<file path="config.mk">
export PLATFORM = sky130hd
export DESIGN_NAME = brbc_ctrl
export DESIGN_NICKNAME = d
export VERILOG_FILES = /design/src/design/brbc_pkg.sv /design/src/design/brbc_ctrl.sv
export SDC_FILE = /design/constraint.sdc
export NUM_CORES = 1
export LEC_CHECK = 0
export ABC_CLOCK_PERIOD_IN_PS = 3450
export BUFFER_PORTS_ARGS = -buffer_cell sky130_fd_sc_hd__buf_2
export CAP_MARGIN = 20
export CORE_AREA = 2 2 39 41
export CTS_CLUSTER_DIAMETER = 60
export DETAILED_ROUTE_END_ITERATION = 7
export DIE_AREA = 0 0 41 43
export GPL_ROUTABILITY_DRIVEN = 0
export PLACE_DENSITY = 0.54
export SLEW_MARGIN = 10
export SYNTH_ARGS = -nofsm -noshare
export SYNTH_HDL_FRONTEND = slang
export SYNTH_SLANG_ARGS = --single-unit
export TNS_END_PERCENT = 1
</file>
<file path="constraint.sdc">
create_clock -name clk -period 3.45 [get_ports clk]
set_input_delay 0.345 -clock clk [delete_from_list [all_inputs] [get_ports clk]]
set_output_delay 0.345 -clock clk [all_outputs]
set_load 0.005 [all_outputs]
</file>
<file path="src/design/brbc_pkg.sv">
// Package with the beat types, command and status structs of the bracket range balance checker.
package brbc_pkg;

	localparam int RANGE_W = 11;

	typedef struct packed {
		logic               mode;
		logic               is_open;
		logic [RANGE_W-1:0] range_start;
		logic [RANGE_W-1:0] range_end;
	} in_t;

	typedef struct packed {
		logic balanced;
		logic bad_range;
	} out_t;

	typedef struct packed {
		logic clr;
		logic capture;
		logic ld_leaf;
		logic ld_sib;
		logic ld_up;
		logic dep_base;
		logic dep_end;
		logic walk;
		logic res_bad;
		logic res_eval;
	} cmd_t;

	typedef struct packed {
		logic clr_last;
		logic full;
		logic bad;
		logic top;
		logic walk_done;
	} sts_t;

endpackage

</file>
<file path="src/design/brbc_ctrl.sv">
// Controller state machine that sequences clearing, loads and queries.
module brbc_ctrl (
	input  logic          clk,
	input  logic          arst_n,
	input  logic          start,
	input  logic          mode,
	input  brbc_pkg::sts_t sts,
	output brbc_pkg::cmd_t cmd,
	output logic          busy
);

	localparam logic [3:0] S_CLR   = 4'd0;
	localparam logic [3:0] S_IDLE  = 4'd1;
	localparam logic [3:0] S_LD    = 4'd2;
	localparam logic [3:0] S_LSIB  = 4'd3;
	localparam logic [3:0] S_LUP   = 4'd4;
	localparam logic [3:0] S_QB    = 4'd5;
	localparam logic [3:0] S_QE    = 4'd6;
	localparam logic [3:0] S_QWALK = 4'd7;
	localparam logic [3:0] S_QFIN  = 4'd8;

	logic [3:0] state_q;
	logic [3:0] state_d;

	always_comb begin
		state_d = state_q;
		cmd     = '0;
		case (state_q)
			S_CLR: begin
				cmd.clr = 1'b1;
				if (sts.clr_last) begin
					state_d = S_IDLE;
				end
			end
			S_IDLE: begin
				if (start) begin
					cmd.capture = 1'b1;
					if (!mode) begin
						if (!sts.full) begin
							state_d = S_LD;
						end
					end else if (sts.bad) begin
						cmd.res_bad = 1'b1;
					end else begin
						state_d = S_QB;
					end
				end
			end
			S_LD: begin
				cmd.ld_leaf = 1'b1;
				state_d     = S_LSIB;
			end
			S_LSIB: begin
				if (sts.top) begin
					state_d = S_IDLE;
				end else begin
					cmd.ld_sib = 1'b1;
					state_d    = S_LUP;
				end
			end
			S_LUP: begin
				cmd.ld_up = 1'b1;
				state_d   = S_LSIB;
			end
			S_QB: begin
				cmd.dep_base = 1'b1;
				cmd.walk     = 1'b1;
				state_d      = S_QE;
			end
			S_QE: begin
				cmd.dep_end = 1'b1;
				cmd.walk    = 1'b1;
				state_d     = S_QWALK;
			end
			S_QWALK: begin
				cmd.walk = 1'b1;
				if (sts.walk_done) begin
					state_d = S_QFIN;
				end
			end
			S_QFIN: begin
				cmd.res_eval = 1'b1;
				state_d      = S_IDLE;
			end
			default: begin
				state_d = S_IDLE;
			end
		endcase
	end

	always_ff @(posedge clk or negedge arst_n) begin
		if (!arst_n) begin
			state_q <= S_CLR;
		end else begin
			state_q <= state_d;
		end
	end

	assign busy = (state_q != S_IDLE);

endmodule

</file>
* Word-level counts from Yosys, hierarchy flattened
Index checks and enable logic that the tools add are counted.
** Storage, ports and cells
- Flip-flop bits (word level) :: 4
- Output and inout port bits :: 11
- Input port bits :: 9
- Word-level logic and storage cells :: 42
** Cells by class
- Multiplexer cells :: 23
- Equal/unequal tests :: 14
- Reduce and logical (&&, ||, !) cells :: 4
** Operator list (count)
- case mux 4 bit (7 select lines) :: 1
- 2-to-1 mux 4 bit :: 6
- == test 4 x 3 -> 1 bit, second input constant :: 4
- 2-to-1 mux 1 bit :: 15
- == test 4 x 2 -> 1 bit, second input constant :: 2
- != test 2 bit, second input constant :: 3
- != test 3 bit, second input constant :: 2
- AND reduction 5 bit :: 1
- == test 4 x 1 -> 1 bit, second input constant :: 1
- == test 4 bit, second input constant :: 1
- logical NOT 4 bit :: 1
- != test 4 x 1 -> 1 bit, second input constant :: 1
- 2-to-1 mux 3 bit :: 1
- OR reduction 3 bit :: 1
- OR reduction 2 bit :: 1

* Longest topological paths before layout
- Depth in word-level cells :: 4
- Gate-level depth with buffers :: 5
- Depth with buffers taken out :: 4

* Worst setup path after synthesis
Ideal clock, no wire load.
- Path type :: register to output
- Start point :: reg state_q[2]
- End point :: out cmd[1] (netlist bit)
- Path slack :: 2.099 ns
- Stages on the path, launching flop included :: 5
- Arrival :: 1.006 ns
- Data required time :: 3.105 ns
- Buffers on the path :: 1
- Path through :: dfrtp_1 buf_6 nor2_1 and3_1 and3_1
** RTL lines
- start: declaration :: RTL line brbc_ctrl.sv:22 : logic [3:0] state_q;
- start signal: assignment :: RTL line brbc_ctrl.sv:95 : state_q <= state_d;
- end: declaration :: RTL line brbc_ctrl.sv:8 : output brbc_pkg::cmd_t cmd,

==> flow_summary.ini <==
[cells_and_area]
area_delta_synth_final_pct = 30.9
top_regs = state_q x4
fillers = 141
layout-drive-gt1-share = 0.418
diodes = 0
final_core_util = 0.360
nets = 78
regMostFlops = state_q
largest_reg_flops = 4
multiInputGateArea_um2 = 235
area.sequential_um2 = 100

[place]
io_buffers = 19
dpl.hpwl_um = 663

[critical_path]
critical_path.max_fanout = 13
crit_path_start_kind = register
worstSetupEndpointType = output pin
r2r_end = state_q[0]
cp-endpoint = cmd[1]
cp-startpoint = state_q[0]
rr_startpoint = state_q[2]
worstSetupPathType = reg2out
cp_data_arrival_time_ns = 1.45
r2r_cells = 3
r2r_slack_ns = 2.08
cp.required_ns = 3.11

[clocking]
cts_root_buf = clkbuf_4
clk_path_buf_depth = 2
cts_tree = yes
clk_pin_slew_worst_paths_ns = 0.04
cts_num_sinks = 4
h-tree-depth = 1
post_cts_buffers = 0
clk_latency_ns = 0.24
cts_buffers = 3

[power]
leakagePower_nw = 0.260
vdd_drop_max_mv = 0.318
p_per_area_nw_per_um2 = 720

[global_routing]
antenna_found_initial = 0
grt_max_degree = 14
grtUsageTotal = 0.119
grt_pass1_wl_um = 1410
grt_overflow = 0
grt_pass1_vias = 330

[synthesis]
synth.avg_cell_area_um2 = 8.09
synth_cell_types = 27
synth_edf_count = 0
async_reset_ff_frac = 1.00
synth_flop_cell = dfrtp_1
ys_seq_area_frac = 0.263
synthCells = 47
synth_nets = 56
yosysWarnings = 0
ys_ff_latch = 4
netlist_area_um2 = 380

[sta]
setup_viol = 0
relSlewSlack = 0.725
min_period_ns = 1.79
fmax_mhz = 558
tightest_slew_ns = 0.413
finClkSkew_ns = 0.00839
tns_ns = 0
hold_violations = 0
min_period_over_period = 0.519
rsz0062_at_grt = no
drv_slew = 0

[floorplanning]
die_h_um = 43
dieArea_um2 = 1760
start_util = 0.275
boundaryPins = 20
fp.dieW_um = 41
core-area_um2 = 1380
rows = 14

[route]
drc_errors = 0
drtIter0Drc = 9
viasPerCell = 4.80
drt_wl_total_um = 862
wl_per_cell_um = 10.4
ant_nets = 0
firstDrtPassIters = 4
dr_total_vias = 398

[hold_path]
hp-start = sts[0]
min_path_type = in2reg

[job]
cap_violations = 0

[status]
outcome = completed
[metal layers]
metal | global-route usage | wire (µm) | part of all wire
met3 | 0.0314 | 69 | 0.080
met2 | 0.156 | 366 | 0.42
met5 | 0 | 0 | 0
met1 | 0.162 | 406 | 0.47
met4 | 0.0800 | 20 | 0.023
[layout by cell type, fill, tap and decap left out, types with 3 or more instances in the layout]
cell type  instances
buf_2             19
nor2_1             5
inv_1              4
dfrtp_1            4
nor3_1             3
clkbuf_4           3
[repair_timing]
action / 4_1_cts / 5_1_grt
hold endpoints to repair: 4 / 0
resized for setup: 0 / 0
hold buffers: 1 / 0
[worst min path at each step]
| stage | endpoint | slack, ns | cells after the start |
|---|---|---|---|
| floorplan | state_q[0] | 0.05 | 0 |
| global placement | state_q[1] | 0.15 | 1 |
| detailed placement | state_q[2] | 0.15 | 1 |
| CTS | state_q[0] | 0.34 | 3 |
| global route | state_q[0] | 0.35 | 3 |
| finish | state_q[3] | 0.35 | 3 |
[critical path: stages (launching register included)]
cell	delay, ns
dfrtp_1	0.53
nor2b_1	0.23
and3_1	0.19
and3_1	0.15
buf_2	0.11
[kinds of logic (layout without fill, tap and decap cells)]
group | count (synthesis) | in the layout | share of synthesized area
mux | 2 | 2 | 0.0559
buf+inv | 7 | 27 | 0.118
flops | 4 | 4 | 0.263
compound gates | 11 | 11 | 0.181
simple gates | 23 | 23 | 0.382
[area by class of cell]
class                           instances  area share
Clock buffer                            3      0.0452
Tap cell                               16      0.0402
Multi-Input combinational cell         36       0.472
Sequential cell                         4       0.201
Timing Repair Buffer                   20       0.211
Inverter                                4      0.0302
[power breakdown]
part / leakage, nW / switching [W] / internal, W
Clock: 0.0138 / 0.0000200 / 0.0000389
Sequential: 0.0503 / 0.0000519 / 0.0000639
Combinational: 0.196 / 0.0000852 / 0.0000988
Total: 0.260 / 0.000157 / 0.000202
[cell usage after synthesis, types with 2 or more instances]
master / instances / area, µm²
nand2_1: 2 / 7.51
o21a_1: 2 / 15.0
dfrtp_1: 4 / 100
o21ai_1: 2 / 10.0
buf_6: 2 / 22.5
nor2_1: 5 / 18.8
nor3_1: 3 / 15.0
nor4_1: 2 / 12.5
inv_1: 4 / 15.0
a21oi_1: 2 / 10.0
and3_1: 2 / 12.5
o21ai_0: 2 / 10.0
[stage by stage]
step                power [W]  worst slack [ns]  hold WS [ns]  instance area (µm²)  instances
CTS                  0.000361              1.65         0.342                  498         83
global route         0.000396              1.51         0.347                  498         83
global placement     0.000303              1.95         0.153                  465         79
floorplan            0.000259              2.10        0.0494                  380         47
detailed placement   0.000300              1.92         0.152                  465         79
finish               0.000359              1.66         0.346                  498         83
Power figures use the tool's default switching activity.
